`src/sv/fume_fan_mode_controller_unit_defines.svh`:
```
// Assertion macros used by the fan mode controller RTL (ffmc_mode).
// Define NO_ASSERTIONS to compile the checks out; no other dependencies.
`ifndef FUME_FAN_MODE_CONTROLLER_UNIT_DEFINES_SVH
`define FUME_FAN_MODE_CONTROLLER_UNIT_DEFINES_SVH

`ifndef NO_ASSERTIONS

// Same-cycle implication, checked at every rising edge outside reset.
`define FFMC_ASSERT_IMPLY(lbl, clk, rst_n, ante, cons) \
    lbl: assert property (@(posedge clk) disable iff (!(rst_n)) (ante) |-> (cons)) \
        else $error("ffmc: same-cycle check failed");

// Next-cycle implication, checked at every rising edge outside reset.
`define FFMC_ASSERT_NEXT(lbl, clk, rst_n, ante, cons) \
    lbl: assert property (@(posedge clk) disable iff (!(rst_n)) (ante) |=> (cons)) \
        else $error("ffmc: next-cycle check failed");

`else

`define FFMC_ASSERT_IMPLY(lbl, clk, rst_n, ante, cons)
`define FFMC_ASSERT_NEXT(lbl, clk, rst_n, ante, cons)

`endif

`endif

```
`src/sv/ffmc_pkg.sv`:
```
// Package of the fan mode controller: codes, debouncer constants and the
// configuration and result structs. No dependencies.
package ffmc_pkg;

    localparam logic [15:0] DEB_MASK    = 16'hE000;
    localparam logic [15:0] DEB_PATTERN = 16'hF000;

    localparam logic [1:0] MODE_READY   = 2'd0;
    localparam logic [1:0] MODE_LOW     = 2'd1;
    localparam logic [1:0] MODE_HIGH    = 2'd2;
    localparam logic [1:0] MODE_RESTART = 2'd3;

    localparam logic [1:0] FAN_OFF  = 2'd0;
    localparam logic [1:0] FAN_LOW  = 2'd1;
    localparam logic [1:0] FAN_FULL = 2'd2;

    localparam logic [1:0] CFG_TVOC_THRESHOLD  = 2'd0;
    localparam logic [1:0] CFG_EXTRACT_SECONDS = 2'd1;
    localparam logic [1:0] CFG_POLL_PERIOD_MS  = 2'd2;
    localparam logic [1:0] CFG_BUTTON_SAMPLE   = 2'd3;

    localparam logic [15:0] RST_TVOC_THRESHOLD  = 16'd60;
    localparam logic [15:0] RST_EXTRACT_SECONDS = 16'd10;
    localparam logic [15:0] RST_POLL_PERIOD_MS  = 16'd1000;
    localparam logic [7:0]  RST_BUTTON_SAMPLE   = 8'd5;

    typedef struct packed {
        logic [15:0] tvoc_threshold;
        logic [15:0] extract_seconds;
        logic [15:0] poll_period_ms;
        logic [7:0]  button_sample_ms;
    } t_cfg;

    typedef struct packed {
        logic       poll_taken;
        logic [1:0] mode;
        logic [1:0] fan_speed;
    } t_result;

endpackage

```
`src/sv/ffmc_debounce.sv`:
```
// Button sample divider and 16-bit shift debouncer of the fan controller.
// Depends on ffmc_pkg.
module ffmc_debounce (
    input  logic       i_clk,
    input  logic       i_rst_n,
    input  logic       i_step,
    input  logic       i_level,
    input  logic [7:0] i_sample_ms,
    output logic       o_confirm
);
    import ffmc_pkg::*;

    logic [7:0]  r_div;
    logic [7:0]  n_div;
    logic [15:0] r_hist;
    logic [15:0] n_hist;
    logic [7:0]  div_inc;
    logic        sample;

    always_comb begin
        div_inc = r_div + 8'd1;
        // A count of zero (wrap or zero period) also samples.
        sample  = (div_inc >= i_sample_ms) || (div_inc == 8'd0);
        n_div   = sample ? 8'd0 : div_inc;
        // History holds inverted levels, so a press shifts in zeros.
        n_hist  = sample ? ({r_hist[14:0], ~i_level} | DEB_MASK) : r_hist;
        o_confirm = sample && (n_hist == DEB_PATTERN);
    end

    always_ff @(posedge i_clk) begin
        if (!i_rst_n) begin
            r_div  <= 8'd0;
            r_hist <= 16'd0;
        end else if (i_step) begin
            r_div  <= n_div;
            r_hist <= n_hist;
        end
    end

endmodule

```
`src/sv/ffmc_mode.sv`:
```
// Mode state machine of the fan controller: poll timing, press latch,
// fume seconds and fan drive. Depends on ffmc_pkg and the defines header.
`include "fume_fan_mode_controller_unit_defines.svh"

module ffmc_mode (
    input  logic              i_clk,
    input  logic              i_rst_n,
    input  logic              i_step,
    input  logic              i_confirm,
    input  logic [15:0]       i_tvoc,
    input  ffmc_pkg::t_cfg    i_cfg,
    output ffmc_pkg::t_result o_result
);
    import ffmc_pkg::*;

    // Ticks since the last poll, kept modulo 2^32.
    logic [31:0] r_since;
    logic [31:0] n_since;
    logic        r_press;
    logic        n_press;
    logic [1:0]  r_mode;
    logic [1:0]  n_mode;
    logic [1:0]  r_fan;
    logic [1:0]  n_fan;
    logic [15:0] r_fs;
    logic [15:0] n_fs;

    logic [31:0] since_inc;
    logic        poll_due;
    logic        press;
    logic        polled;
    logic [15:0] fs_base;

    always_comb begin
        since_inc = r_since + 32'd1;
        poll_due  = since_inc >= {16'd0, i_cfg.poll_period_ms};
        press     = r_press | i_confirm;
        n_since   = since_inc;
        n_press   = press;
        n_mode    = r_mode;
        n_fan     = r_fan;
        n_fs      = r_fs;
        fs_base   = r_fs;
        polled    = 1'b0;
        case (r_mode)
            MODE_READY: begin
                if (press) begin
                    n_press = 1'b0;
                    n_fan   = FAN_LOW;
                    n_mode  = MODE_LOW;
                end
            end
            MODE_LOW: begin
                if (poll_due) begin
                    polled  = 1'b1;
                    n_since = 32'd0;
                    if (i_tvoc > i_cfg.tvoc_threshold) begin
                        n_fan  = FAN_FULL;
                        n_mode = MODE_HIGH;
                    end
                end
                if (press) begin
                    n_press = 1'b0;
                    n_mode  = MODE_RESTART;
                end
            end
            MODE_HIGH: begin
                if (poll_due) begin
                    polled  = 1'b1;
                    n_since = 32'd0;
                    if ((i_tvoc < i_cfg.tvoc_threshold) &&
                        (r_fs >= i_cfg.extract_seconds)) begin
                        n_fan   = FAN_LOW;
                        n_mode  = MODE_LOW;
                        fs_base = 16'd0;
                    end
                    // The count still advances right after the clear.
                    n_fs = (fs_base == 16'hFFFF) ? fs_base : fs_base + 16'd1;
                end
                if (press) begin
                    n_fs    = 16'd0;
                    n_press = 1'b0;
                    n_mode  = MODE_RESTART;
                end
            end
            default: begin
                n_fan  = FAN_OFF;
                n_mode = MODE_READY;
            end
        endcase
        o_result.fan_speed  = n_fan;
        o_result.mode       = n_mode;
        o_result.poll_taken = polled;
    end

    always_ff @(posedge i_clk) begin
        if (!i_rst_n) begin
            r_since <= 32'd0;
            r_press <= 1'b0;
            r_mode  <= MODE_READY;
            r_fan   <= FAN_OFF;
            r_fs    <= 16'd0;
        end else if (i_step) begin
            r_since <= n_since;
            r_press <= n_press;
            r_mode  <= n_mode;
            r_fan   <= n_fan;
            r_fs    <= n_fs;
        end
    end

    `FFMC_ASSERT_IMPLY(a_ready_fan_off, i_clk, i_rst_n, r_mode == MODE_READY, r_fan == FAN_OFF)
    `FFMC_ASSERT_IMPLY(a_high_fan_only_high_or_restart, i_clk, i_rst_n, r_fan == FAN_FULL, (r_mode == MODE_HIGH) || (r_mode == MODE_RESTART))
    `FFMC_ASSERT_NEXT(a_restart_goes_ready, i_clk, i_rst_n, i_step && (r_mode == MODE_RESTART), (r_mode == MODE_READY) && (r_fan == FAN_OFF))
    `FFMC_ASSERT_IMPLY(a_poll_only_running, i_clk, i_rst_n, polled, (r_mode == MODE_LOW) || (r_mode == MODE_HIGH))
    `FFMC_ASSERT_NEXT(a_press_consumed_in_ready, i_clk, i_rst_n, i_step && (r_mode == MODE_READY) && press, !r_press && (r_mode == MODE_LOW))

endmodule

```
`src/sv/fume_fan_mode_controller_unit.sv`:
```
// Top level of the fume extractor fan mode controller: stream ports,
// input and result registers, configuration registers.
// Depends on ffmc_pkg, ffmc_debounce and ffmc_mode.
//
// Usage: each transaction on the slave stream is one millisecond tick that
// carries the raw button level and the current TVOC reading. For every
// tick exactly one result transaction leaves on the master stream with the
// fan drive, the mode and a flag that says whether the sensor was polled.
// The tick is captured in an input register; when the pipeline advances, the
// debouncer and the mode machine update their state from it in one short
// combinational pass and the result lands in the output register. A result
// is offered once its tick has moved on from the input register; while the
// receiver keeps up a new tick is accepted in every cycle; the sustained rate
// of one tick per cycle is set by the single state update per tick in ffmc_mode.
// When the receiver stalls, the output register holds its result, the
// input register still takes one more tick, and after that s_axis_tready
// drops until the result is taken; nothing is lost or repeated.
// Configuration registers are written through i_cfg_we, i_cfg_index and i_cfg_data,
// one register per cycle, only while no tick is in flight (a user rule, not enforced).
// Synchronous reset (i_rst_n low) empties both registers, clears all
// state to ready mode with the fan stopped and restores the register
// defaults: threshold 60 ppb, 10 extract polls, 1000 ms poll period and
// 5 ms button sample period.
module fume_fan_mode_controller_unit (
    input  logic        i_clk,
    input  logic        i_rst_n,
    // Configuration write port.
    input  logic        i_cfg_we,
    input  logic [1:0]  i_cfg_index,
    input  logic [15:0] i_cfg_data,
    // Tick stream.
    input  logic        s_axis_tvalid,
    output logic        s_axis_tready,
    input  logic [23:0] s_axis_tdata,  // [0] button_level, [16:1] tvoc_ppb, rest zero
    // Result stream.
    output logic        m_axis_tvalid,
    input  logic        m_axis_tready,
    output logic [7:0]  m_axis_tdata   // [1:0] fan_speed, [3:2] mode, [4] poll_taken
);
    import ffmc_pkg::*;

    t_cfg        r_cfg;
    logic        r_in_valid;
    logic        r_in_level;
    logic [15:0] r_in_tvoc;
    logic        r_out_valid;
    t_result     r_out;
    t_result     n_out;
    logic        advance;
    logic        step;
    logic        confirm;

    // The pipeline moves whenever the output register is free or drained.
    assign advance       = !r_out_valid || m_axis_tready;
    assign step          = r_in_valid && advance;
    assign s_axis_tready = !r_in_valid || advance;

    always_ff @(posedge i_clk) begin
        if (!i_rst_n) begin
            r_cfg.tvoc_threshold   <= RST_TVOC_THRESHOLD;
            r_cfg.extract_seconds  <= RST_EXTRACT_SECONDS;
            r_cfg.poll_period_ms   <= RST_POLL_PERIOD_MS;
            r_cfg.button_sample_ms <= RST_BUTTON_SAMPLE;
        end else if (i_cfg_we) begin
            case (i_cfg_index)
                CFG_TVOC_THRESHOLD:  r_cfg.tvoc_threshold   <= i_cfg_data;
                CFG_EXTRACT_SECONDS: r_cfg.extract_seconds  <= i_cfg_data;
                CFG_POLL_PERIOD_MS:  r_cfg.poll_period_ms   <= i_cfg_data;
                CFG_BUTTON_SAMPLE:   r_cfg.button_sample_ms <= i_cfg_data[7:0];
                default: begin
                end
            endcase
        end
    end

    // Input register.
    always_ff @(posedge i_clk) begin
        if (!i_rst_n) begin
            r_in_valid <= 1'b0;
        end else if (s_axis_tready) begin
            r_in_valid <= s_axis_tvalid;
        end
    end

    always_ff @(posedge i_clk) begin
        if (s_axis_tready && s_axis_tvalid) begin
            r_in_level <= s_axis_tdata[0];
            r_in_tvoc  <= s_axis_tdata[16:1];
        end
    end

    ffmc_debounce u_debounce (
        .i_clk       (i_clk),
        .i_rst_n     (i_rst_n),
        .i_step      (step),
        .i_level     (r_in_level),
        .i_sample_ms (r_cfg.button_sample_ms),
        .o_confirm   (confirm)
    );

    ffmc_mode u_mode (
        .i_clk     (i_clk),
        .i_rst_n   (i_rst_n),
        .i_step    (step),
        .i_confirm (confirm),
        .i_tvoc    (r_in_tvoc),
        .i_cfg     (r_cfg),
        .o_result  (n_out)
    );

    // Result register.
    always_ff @(posedge i_clk) begin
        if (!i_rst_n) begin
            r_out_valid <= 1'b0;
        end else if (advance) begin
            r_out_valid <= r_in_valid;
        end
    end

    always_ff @(posedge i_clk) begin
        if (step) begin
            r_out <= n_out;
        end
    end

    assign m_axis_tvalid = r_out_valid;
    assign m_axis_tdata  = {3'd0, r_out.poll_taken, r_out.mode, r_out.fan_speed};

endmodule

```
`config.mk`:
```
export PLATFORM = sky130hd
export DESIGN_NAME = fume_fan_mode_controller_unit
export DESIGN_NICKNAME = d
export VERILOG_FILES = /design/src/sv/ffmc_pkg.sv /design/src/sv/ffmc_debounce.sv /design/src/sv/ffmc_mode.sv /design/src/sv/fume_fan_mode_controller_unit.sv
export VERILOG_INCLUDE_DIRS = /design/src /design/src/sv
export SDC_FILE = /design/constraint.sdc
export NUM_CORES = 1
export LEC_CHECK = 0
export BUFFER_PORTS_ARGS = -buffer_cell sky130_fd_sc_hd__buf_2
export CORE_ASPECT_RATIO = 0.5
export CORE_MARGIN = 3
export CORE_UTILIZATION = 35
export DETAILED_ROUTE_END_ITERATION = 6
export PLACE_DENSITY_LB_ADDON = 0.25
export SKIP_LAST_GASP = 1
export SLEW_MARGIN = 20
export SYNTH_ARGS = -nofsm -noshare
export SYNTH_HDL_FRONTEND = slang
export SYNTH_SLANG_ARGS = --single-unit
```
`constraint.sdc`:
```
create_clock -name i_clk -period 4.45 [get_ports i_clk]
set_input_delay 0.6675 -clock i_clk [delete_from_list [all_inputs] [get_ports i_clk]]
set_output_delay 0.6675 -clock i_clk [all_outputs]
set_load 0.01 [all_outputs]
```
* After elaboration in Yosys (flattened, before gate mapping)
Index checks and enable logic that the tools add are counted.
** Storage, ports and cells
- Flip-flop bits (word level) :: 157
- Memories :: 0
- Bits in latches :: 0
- Bits in writable memories :: 0
- Logic and storage cells :: 81
- Memory bits (read-only) :: 0
** Operators by class
- Multipliers :: 0
- Order comparisons :: 5
- Bitwise logic cells :: 2
- Divide/modulo/power cells :: 0
- Reduce and logical (&&, ||, !) cells :: 20
- Shift operators :: 0
- Muxes and demuxes :: 26
- Equal/unequal tests :: 7
- $add $sub $neg :: 3
** Operator list (count)
- 16-bit two-way mux :: 7
- 32-bit two-way mux :: 2
- 32-bit by 1-bit adder with 32-bit output, second input constant :: 1
- 16-bit equality test, second input constant :: 2
- 32-bit by 16-bit >= comparator with 1-bit output :: 1
- 2-bit two-way mux :: 12
- 16-bit by 1-bit adder with 16-bit output, second input constant :: 1
- 16-bit >= comparator :: 1
- 16-bit > comparator :: 1
- 16-bit less-than comparator :: 1
- 2-bit case mux with 3 select lines :: 2
- 8-bit by 1-bit adder with 8-bit output, second input constant :: 1
- 8-bit >= comparator :: 1
- 8-bit zero test :: 1
- 8-bit two-way mux :: 1
- 2-bit AND reduction :: 4
- 2-bit equality test, second input constant :: 3
- 2-bit by 1-bit equality test with 1-bit output, second input constant :: 2
- 1-bit logical AND :: 4
- 2-bit zero test :: 2
- 1-bit logical OR :: 3
- 3-bit AND reduction :: 1
- 3-bit OR reduction :: 1
- 1-bit zero test :: 2
- 5 further kinds :: 6

* Depth between registers and ports, before layout
Gate-level depths: netlist (run 1).
- Word-level depth :: 9
- Depth in mapped cells :: 21

* Cells and area by module
A second synthesis (run 1) with hierarchy kept.
** Unflattened totals
- Cells, all modules :: 1043
- Area, all modules :: 9248.9 µm²
** Modules (own cells, without submodules)
- ffmc_mode :: cells each 647, area an instance 5001.0 µm², instances 1
- fume_fan_mode_controller_unit :: cells each 247, area an instance 2930.3 µm², instances 1
- ffmc_debounce :: cells each 149, area an instance 1317.5 µm², instances 1

* Worst setup path before layout (run 1)
OpenSTA, ideal clock, no wires.
- Path kind :: reg-to-reg
- Start point :: register u_mode.r_since[5]
- End point :: register u_mode.r_since[25]
- Arrival time :: 3528 ps
- Stages on the path, launching flop included :: 21
- Required time :: 4354 ps
- Slack :: 826 ps
- Period minus slack after synthesis :: 3624 ps
- Cell sequence :: dfxtp_1 > buf_2 > and4_2 > and2_1 > nand3_1 > inv_1 > nand3_1 > nor2_1 > xor2_1 > ha_1 > a21oi_1 > o21ai_0 > a21oi_1 > o221a_2 > o221ai_2 > or3b_1 > buf_6 > a21oi_4 > buf_6 > nand2_8 > o41ai_2
** Between the ends
- Cells in the longest elaborated chain, start to end :: 4
** RTL lines
- start: declaration :: line ffmc_mode.sv:17 : logic [31:0] r_since;
- start signal: assignment :: line ffmc_mode.sv:104 : r_since <= n_since;
- 32-bit by 1-bit adder with 32-bit output (*) :: line ffmc_mode.sv:35 : since_inc = r_since + 32'd1;
- 32-bit by 16-bit >= comparator with 1-bit output :: line ffmc_mode.sv:36 : poll_due = since_inc >= {16'd0, i_cfg.poll_period_ms};
- 32-bit two-way mux :: line ffmc_mode.sv:54, ffmc_mode.sv:68
- 32-bit two-way mux (*)
Every way passes the cells marked *; elsewhere a longest branch is shown, timed or not.
A chain may end at the register's enable or synchronous reset.

* Final worst setup path (run 1)
- Start point :: register u_debounce.r_div[2]
- End point :: register u_mode.r_fs[2]
** Between the ends
- Cells in the longest elaborated chain, start to end :: 9
- Elaborated cells between the ends (all ways) :: 11
** RTL lines
- start: declaration :: line ffmc_debounce.sv:13 : logic [7:0] r_div;
- start signal: assignment :: line ffmc_debounce.sv:35 : r_div <= n_div;
- 8-bit by 1-bit adder with 8-bit output (*) :: line ffmc_debounce.sv:21 : div_inc = r_div + 8'd1;
- 8-bit >= comparator or 8-bit zero test (tied branches) :: line ffmc_debounce.sv:23 : sample = (div_inc >= i_sample_ms) || (div_inc == 8'd0);
- 1-bit logical OR (*) :: line ffmc_debounce.sv:23
- 16-bit two-way mux :: line ffmc_debounce.sv:26 : n_hist = sample ? ({r_hist[14:0], ~i_level} | DEB_MASK) : r_hist;
- 16-bit equality test :: line ffmc_debounce.sv:27 : o_confirm = sample && (n_hist == DEB_PATTERN);
- 1-bit logical AND (*) :: line ffmc_debounce.sv:27
- 1-bit OR (*) :: line ffmc_mode.sv:37 : press = r_press | i_confirm;
- 2-bit nonzero test (no line)
- 3-bit AND reduction (no line)
- end signal: assignment :: line ffmc_mode.sv:108 : r_fs <= n_fs;
- end: declaration :: line ffmc_mode.sv:25 : logic [15:0] r_fs;
Marked as above.

==> results of run 1 <==
## placed cells by master, fill, tap and decap left out, types with 24 or more instances in the layout
master / instances
nor2_1: 74
a21oi_1: 75
nand3_1: 35
o21ai_0: 31
dfxtp_1: 131
inv_1: 66
nand2_1: 167
ha_1: 64
buf_2: 46
and3_1: 24
## critical path, delay by kind of cell, from the launching register on
family / cells / cell delay [ps]
simple gates: 7 / 2270
compound gates: 4 / 1090
flops: 1 / 470
fa+ha+maj: 1 / 240
## sequential cells by signal, summed over array words and instances (netlist names)
| register | flops |
|---|---|
| u_debounce.r_div | 8 |
| r_in_tvoc | 16 |
| u_mode.r_press | 1 |
| u_mode.r_mode | 2 |
| u_mode.r_fs | 16 |
| r_cfg | 56 |
| u_mode.r_fan | 2 |
| r_in_level | 1 |
| m_axis_tvalid | 1 |
| u_mode.r_since | 32 |
| m_axis_tdata | 5 |
| u_debounce.r_hist | 12 |
| r_in_valid | 1 |
## power by group
| group | total [W] | internal (W) | switching (W) |
|---|---|---|---|
| sequential | 0.00146 | 0.00144 | 0.0000204 |
| combinational | 0.000244 | 0.0000875 | 0.000157 |
| clock | 0.00136 | 0.000764 | 0.000593 |
| total | 0.00306 | 0.00229 | 0.000770 |
## how the worst max path moves through the flow
stage	endpoint	startpoint	cells past startpoint	slack (ps)
after CTS	u_mode.r_since[1]	u_mode.r_since[5]	18	270
after floorplan	u_mode.r_since[25]	u_mode.r_since[5]	20	830
after detailed placement	u_mode.r_since[1]	u_mode.r_since[5]	18	320
after global placement	u_mode.r_since[13]	u_mode.r_since[5]	18	390
after global routing	u_mode.r_since[15]	u_mode.r_since[5]	18	9
final	u_mode.r_fs[2]	u_debounce.r_div[2]	12	310
## timing repair
item | 4_1_cts | 5_1_grt
endpoints found under the hold margin | 0 | 0
hold buffers | 0 | 0
buffers inserted | 0 | 0
resized for setup | 0 | 2
endpoints found under the setup margin | 0 | 14
## layout make-up
cell class	count	area [um2]
fill	2420	14500
timing repair buffer	64	365
clock buffer	23	479
tap	336	420
multi-input combinational	758	4920
sequential	153	3280
inverter	68	255
clock inverter	9	66.3
## cell families after synthesis
family | after synthesis | share of synthesized area (%)
DFF | 153 | 37.6
xor gates and xnor gates | 25 | 2.51
adders and majority gates | 64 | 9.17
AOI/OAI and AO/OA | 239 | 18.9
buffers and inverters | 128 | 6.41
other | 1 | 0.0430
and+or+nand+nor | 410 | 23.4
muxes | 17 | 1.96
## routing by layer
metal	GRT usage (%)	wire length [um]	vias up
li1	-	-	3735
met1	22.1	10700	3527
met2	26.1	10000	146
met3	3.48	928	18
met4	4.73	261	0
met5	0	0	-
## metrics by stage
stage          std cells  instance area, um2  setup slack [ps]
2_1_floorplan       1039                8740               826
6_report            1411                9790               310
5_1_grt             1411                9790              8.58
3_5_place_dp        1379                9220               323
3_3_place_gp        1379                9220               389
4_1_cts             1411                9770               271
==> results.toml, run 1 <==
[worst_setup_path]
path_cells = "nand3_1, or3_1, nand2_1, ha_1, a21o_1, a21o_1, a221o_1, o2111ai_1, nand2_1, nor4_2, nand4_1, nand3_1"
required_ps = 4820
worstPathArrival_ps = 4510
reg2reg_to = "u_mode.r_fs[2]"
worst_path_max_delay_cell = "nor4_2"
r2r_start = "u_debounce.r_div[2]"
endpoint_kind = "register"
start_kind = "register"
critPathMaxStageDelay_ps = 730
reg2reg_depth = 12
criticalPathCategory = "reg -> reg"
crit_path_max_fanout = 12
r2r_slack_ps = 310

[cells_and_area]
final_util_pct = 40.3
nets = 1173
drive_above_1_share_pct = 12.1
antenna_cells = 0
synthToLayoutAreaGrowth_pct = 12.2

[global_route]
grt_pass1_vias = 6926
grt_pass1_wl_um = 35800
antenna_found_initial = 0
track_usage_pct = 16.3
gr-total-overflow = 0
grt_max_degree = 66

[route]
drt_pre_antenna_iters = 5
drtAntennaViolNets = 0
drt-vias-per-instance = 5.26
post_drt_wl_per_cell_um = 15.5
vias = 7426
drcViolationCount = 0
drt_iter0_drc = 538
drt_wl_total_um = 21900

[sta]
whs_ps = 404
final_hold_viol_count = 0
finalMaxSlewViolations = 0
setup_violations = 0
slew-limit-headroom_pct = 22.2
fmax_mhz = 242
tns_ps = 0
skew_ps = 12.5
period_needed_ps = 4140
worstMarginPinSlew_ps = 1160
rsz0062_at_grt = "no"
finalCritPeriodShare_pct = 93.0

[floorplanning]
start_util_pct = 36.0
die_area_um2 = 27000
rows = 40
die_y_um = 118
core_area_um2 = 24300
ios = 57
fp.dieW_um = 229

[power_and_ir_drop]
vdd_drop_max_mv = 0.248
power_w = 0.00306
power_density_nw_per_um2 = 312
p_leak_nw = 3.87

[clock_tree]
clkTransAtPathRegs_ps = 70
clockRootBuffer = "clkbuf_16"
cts_tree = "yes"
cts_made_buffers = 17
clock-sinks = 153
cts.path.max_buffers = 2
ctsHtreeMaxLevel = 4
clk_latency_ps = 430

[placed_design]
dp_hpwl_um = 15500
portBuffers = 46
gp_congestion = 0.807

[synthesis]
synthArstFlopShare_pct = 0
synth_cell_types = 84
netlist_area_um2 = 8730
ys_seq_area_share_pct = 37.6
synth_most_common_cell = "nand2_1"
synth_warnings = 0
yosysTopAreaCell = "dfxtp_1"
synth-main-ff-cell = "dfxtp_1"
synth-edff-count = 22
synth_top_area_share_pct = 30.0
syn_area_per_cell_um2 = 8.42
synth_top_cells_by_count = "nand2_1, dfxtp_1, a21oi_1"
netlist_top_cells_area = "dfxtp_1, ha_1, edfxtp_1"
ys_ff_latch = 153
synthCells = 1037

[run_status]
status = "finished clean"

[min_path]
hp-class = "in -> reg"
min_path_cells = 1
hp-start = "s_axis_tdata[9]"
hold_path_end = "r_in_tvoc[8]"

[flow_run]
max_cap_violations = 0
(Power assumes the default switching activity.)
==> inputs of run 2 (changes only) <==
--- a/config.mk
+++ b/config.mk
@@ -9,11 +9,11 @@
 export BUFFER_PORTS_ARGS = -buffer_cell sky130_fd_sc_hd__buf_2
 export CORE_ASPECT_RATIO = 0.5
 export CORE_MARGIN = 3
-export CORE_UTILIZATION = 35
+export CORE_UTILIZATION = 60
 export DETAILED_ROUTE_END_ITERATION = 6
 export PLACE_DENSITY_LB_ADDON = 0.25
 export SKIP_LAST_GASP = 1
-export SLEW_MARGIN = 20
+export SLEW_MARGIN = 30
 export SYNTH_ARGS = -nofsm -noshare
 export SYNTH_HDL_FRONTEND = slang
 export SYNTH_SLANG_ARGS = --single-unit
==> constraint.sdc (replaced) <==
create_clock -name i_clk -period 4.3 [get_ports i_clk]
set_input_delay 0.645 -clock i_clk [delete_from_list [all_inputs] [get_ports i_clk]]
set_output_delay 0.645 -clock i_clk [all_outputs]
set_load 0.01 [all_outputs]
==> results.toml, run 2 (same netlist as run 1, synthesis figures left out) <==
[run_status]
status = "finished clean"

[global_route]
antenna_found_initial = 1
gr-total-overflow = 0
grtUsageMet2_pct = 42.1
grt_max_degree = 70
grt_util_met3_pct = 6.39
busiest_layer = "met2"
track_usage_pct = 26.4
grt_pass1_vias = 7317
grt_pass1_wl_um = 34800
met1_usage_pct = 35.3

[power_and_ir_drop]
p_leak_nw = 3.88
vdd_drop_max_mv = 0.287
power_density_nw_per_um2 = 334

[sta]
finalCritPeriodShare_pct = 93.1
slew-limit-headroom_pct = 49.4
period_needed_ps = 4000
rsz0062_at_grt = "no"
tns_ps = 0
finalMaxSlewViolations = 0
final_hold_viol_count = 0
skew_ps = 11.0
fmax_mhz = 250
worstMarginPinSlew_ps = 758
setup_violations = 0

[floorplanning]
start_util_pct = 62.9
die_area_um2 = 16100
rows = 30
fp.dieW_um = 177
ios = 57
die_y_um = 91.3
core_area_um2 = 13900

[clock_tree]
cts_resized = 0
cts_setup_buffers = 0
cts.path.max_buffers = 2
clk_latency_ps = 430
cts_hold_buf = 0
ctsHtreeMaxLevel = 4
cts_tree = "yes"
clkTransAtPathRegs_ps = 70
cts_made_buffers = 17
clock-sinks = 153
clockRootBuffer = "clkbuf_16"

[worst_setup_path]
crit_path_start = "u_mode.r_since[0]"
worstPathArrival_ps = 4320
start_kind = "register"
required_ps = 4620
r2r_start = "u_mode.r_since[0]"
endpoint_kind = "register"
criticalPathCategory = "reg -> reg"
crit_path_max_fanout = 16

[flow_run]
max_cap_violations = 0

[placed_design]
dp_hpwl_um = 14500
gp_congestion = 0.866
dp_cells = 1235
portBuffers = 46

[route]
drt-vias-per-instance = 6.07
drt_pre_antenna_iters = 7
drcViolationCount = 0
vias = 7691
drt_wl_total_um = 21000
drt_iter0_drc = 871
drtAntennaViolNets = 0
post_drt_wl_per_cell_um = 16.5

[cells_and_area]
nets = 1173
mostFrequentLayoutCells = "nand2_1, dfxtp_1, a21oi_1, nor2_1, inv_1"
stdcell_count = 1267
antenna_cells = 0
mostFrequentLayoutCell = "nand2_1"
fillers = 1106
drive_above_1_share_pct = 12.5
largest_reg_flops = 56
largest_register = "r_cfg"
synthToLayoutAreaGrowth_pct = 10.4
reg.largest.list = "r_cfg x56, u_mode.r_since x32"

[min_path]
hp-start = "s_axis_tdata[10]"
hp-class = "in -> reg"
-- run 2: cell count changes in the layout (fill, tap and decap cells not counted), sizes merged --
cell    change
clkinv      -1
inv         +6
clkbuf      -5
-- run 2: report_power, final --
part	internal, W	leakage (nW)	switching, W
registers	0.00149	1.28	0.0000218
clock network	0.000767	0.272	0.000691
logic	0.0000907	2.33	0.000162
total	0.00234	3.88	0.000875
-- run 2: worst max-delay path, cell delays in order (launching register included) --
cell,delay [ps]
dfxtp_1,460
ha_1,320
and4_1,390
nand2_1,120
nor2_1,100
nand2_1,70
xnor2_1,170
ha_1,310
nand4_1,120
nor2_1,180
nand2_1,70
o221a_2,310
o221ai_2,110
nor3b_4,70
buf_4,210
o21ai_4,310
nor2_2,50
buf_4,180
a221o_1,350
-- run 2: path summary, 6_finish.rpt --
path / endpoint / slack [ps] / cells after the start
max reg2reg: u_mode.r_since[5] / 300 / 18
min: r_in_tvoc[9] / 380 / 1
max: u_mode.r_since[5] / 300 / 18
min reg2reg: r_cfg[32] / 460 / 2
-- run 2: metal layers --
metal	up-vias	routed length, um
li1	3729	-
met1	3665	9610
met2	253	9500
met3	42	1500
met4	2	356
met5	-	7
-- run 2: area by class of cell --
type | instances | area [um2] | share of cell area (%)
clock buffer | 18 | 429 | 4.45
clock inverter | 14 | 134 | 1.39
inverter | 68 | 255 | 2.65
multi-input combinational | 758 | 4910 | 51.0
sequential | 153 | 3280 | 34.1
tap | 192 | 240 | 2.49
timing repair buffer | 64 | 378 | 3.92
-- run 2: metrics by stage --
| stage | hold slack, ps | cell area (um2) | setup slack [ps] | utilization (%) | total power [W] |
|---|---|---|---|---|---|
| finish | 378 | 9630 | 297 | 69.4 | 0.00322 |
| CTS | 373 | 9630 | 206 | 69.3 | 0.00323 |
| floorplan | 433 | 8740 | 676 | - | 0.00170 |
| global placement | 444 | 9060 | 314 | 65.2 | 0.00177 |
| global route | 373 | 9630 | 24.3 | 69.4 | 0.00333 |
| detailed placement | 449 | 9060 | 240 | 65.3 | 0.00179 |
==> inputs of run 3 (changes only) <==
==> constraint.sdc (replaced) <==
create_clock -name i_clk -period 4.8 [get_ports i_clk]
set_input_delay 0.72 -clock i_clk [delete_from_list [all_inputs] [get_ports i_clk]]
set_output_delay 0.72 -clock i_clk [all_outputs]
set_load 0.01 [all_outputs]
==> results.toml, run 3 (same netlist as run 1, synthesis figures left out) <==
[placed_design]
gp_congestion = 0.889
portBuffers = 46
dp_hpwl_um = 14500

[sta]
finalCritPeriodShare_pct = 93.4
worstMarginPinSlew_ps = 729
finalMaxSlewViolations = 0
setup_violations = 0
skew_ps = 15.4
slew-limit-headroom_pct = 50.9
fmax_mhz = 223
tns_ps = 0
final_hold_viol_count = 0
period_needed_ps = 4480
rsz0062_at_grt = "no"

[route]
vias = 7566
drtAntennaViolNets = 0
met3WireLength_um = 1490
drt-vias-per-instance = 6.01
met1_length_um = 9710
post_drt_wl_per_cell_um = 16.6
wl_met2_um = 9270
drcViolationCount = 0
drt_pre_antenna_iters = 5
top_layer = "met5"
drt_iter0_drc = 891
drt_wl_total_um = 20800

[cells_and_area]
drive_above_1_share_pct = 11.6
synthToLayoutAreaGrowth_pct = 9.57
reg.largest.list = "r_cfg x56, u_mode.r_since x32"
nets = 1165
mostFrequentLayoutCell = "nand2_1"
largest_reg_flops = 56
mostFrequentLayoutCells = "nand2_1, dfxtp_1, a21oi_1, nor2_1, inv_1"
largest_register = "r_cfg"
antenna_cells = 0

[power_and_ir_drop]
power_density_nw_per_um2 = 301
power_w = 0.00288
p_leak_nw = 3.84
vdd_drop_max_mv = 0.271

[global_route]
antenna_found_initial = 1
track_usage_pct = 26.2
grt_pass1_vias = 7147
grt_max_degree = 62
grt_pass1_wl_um = 34600
gr-total-overflow = 0

[clock_tree]
clockRootBuffer = "clkbuf_16"
cts_setup_buffers = 0
cts_made_buffers = 17
cts.path.max_buffers = 2
clock-sinks = 153
cts_resized = 0
ctsHtreeMaxLevel = 4
cts_tree = "yes"
clk_latency_ps = 430
clkTransAtPathRegs_ps = 70
cts_hold_buf = 0

[min_path]
hp-class = "in -> reg"
hp-start = "s_axis_tdata[11]"

[worst_setup_path]
path_cells = "and3_1, and3_1, nand3_1, inv_1, nand3_1, nor2_1, xor2_1, ha_1, a21oi_1, o21ai_0, a21oi_1, o221a_2, o221ai_2, or3b_1, o21ai_2, nor2_1, o221a_2"
criticalPathCategory = "reg -> reg"
crit_path_start = "u_mode.r_since[2]"
crit_family = "simple AND/OR/NAND/NOR gates"
critical_path_buf_inv_count = 1
endpoint_kind = "register"
crit_path_max_fanout = 10
worstPathArrival_ps = 4800
r2r_start = "u_mode.r_since[2]"
start_kind = "register"
required_ps = 5120
critPathMaxStageDelay_ps = 580
worst_path_max_delay_cell = "or3b_1"

[run_status]
status = "finished clean"

[floorplanning]
start_util_pct = 62.9
core_area_um2 = 13900
die_area_um2 = 16100
die_y_um = 91.3
rows = 30
fp.dieW_um = 177
ios = 57

[flow_run]
max_cap_violations = 0
[run 3: changes by cell type in the layout (fill, tap and decap cells not counted), sizes merged]
cell / before / now
buf: 64 / 56
clkbuf: 18 / 20
clkinv: 5 / 3
[run 3: power by group]
group | switching [W] | leakage [nW] | internal (W)
Combinational | 0.000145 | 2.29 | 0.0000807
Clock | 0.000589 | 0.272 | 0.000710
Sequential | 0.0000197 | 1.28 | 0.00133
Total | 0.000753 | 3.84 | 0.00212
[run 3: final cells by class]
type / count / area, um2
Multi-Input combinational cell: 758 / 4910
Clock buffer: 20 / 458
Inverter: 68 / 255
Sequential cell: 153 / 3280
Clock inverter: 12 / 105
Tap cell: 192 / 240
Fill cell: 1141 / 4320
Timing Repair Buffer: 56 / 318
[run 3: worst paths after layout]
kind,depth (start not counted),slack [ps],endpoint
setup / recovery,17,320,u_mode.r_fs[10]
setup reg to reg,17,320,u_mode.r_fs[10]
hold reg to reg,1,460,u_debounce.r_hist[0]
hold / removal,1,460,r_in_tvoc[10]
[run 3: per-stage QoR]
step           hold WS, ps  utilization (%)  cell area (um2)  std cells  setup WS, ps
2_1_floorplan          433                -             8740       1039          1180
6_report               456             68.9             9570       1259           316
3_5_place_dp           450             64.6             8970       1225           345
4_1_cts                449             68.6             9530       1257           289
5_1_grt                445             68.9             9570       1259          42.8
3_3_place_gp           444             64.6             8970       1225           467
[run 3: layer usage]
metal,track usage (%),vias to the layer above
met2,40.9,237
met1,35.5,3552
met5,0,-
met4,8.23,2
met3,7.14,45
li1,-,3730
[run 3: worst reg2reg max path: cells and delay by family, from the launching register on]
kind / cells / cell delay, ps
AO/OA/AOI/OAI: 7 / 1420
XOR/XNOR: 1 / 230
adder cells (fa/ha/maj): 1 / 300
buffers and inverters: 1 / 100
flip-flops: 1 / 490
AND/OR/NAND/NOR: 7 / 1830
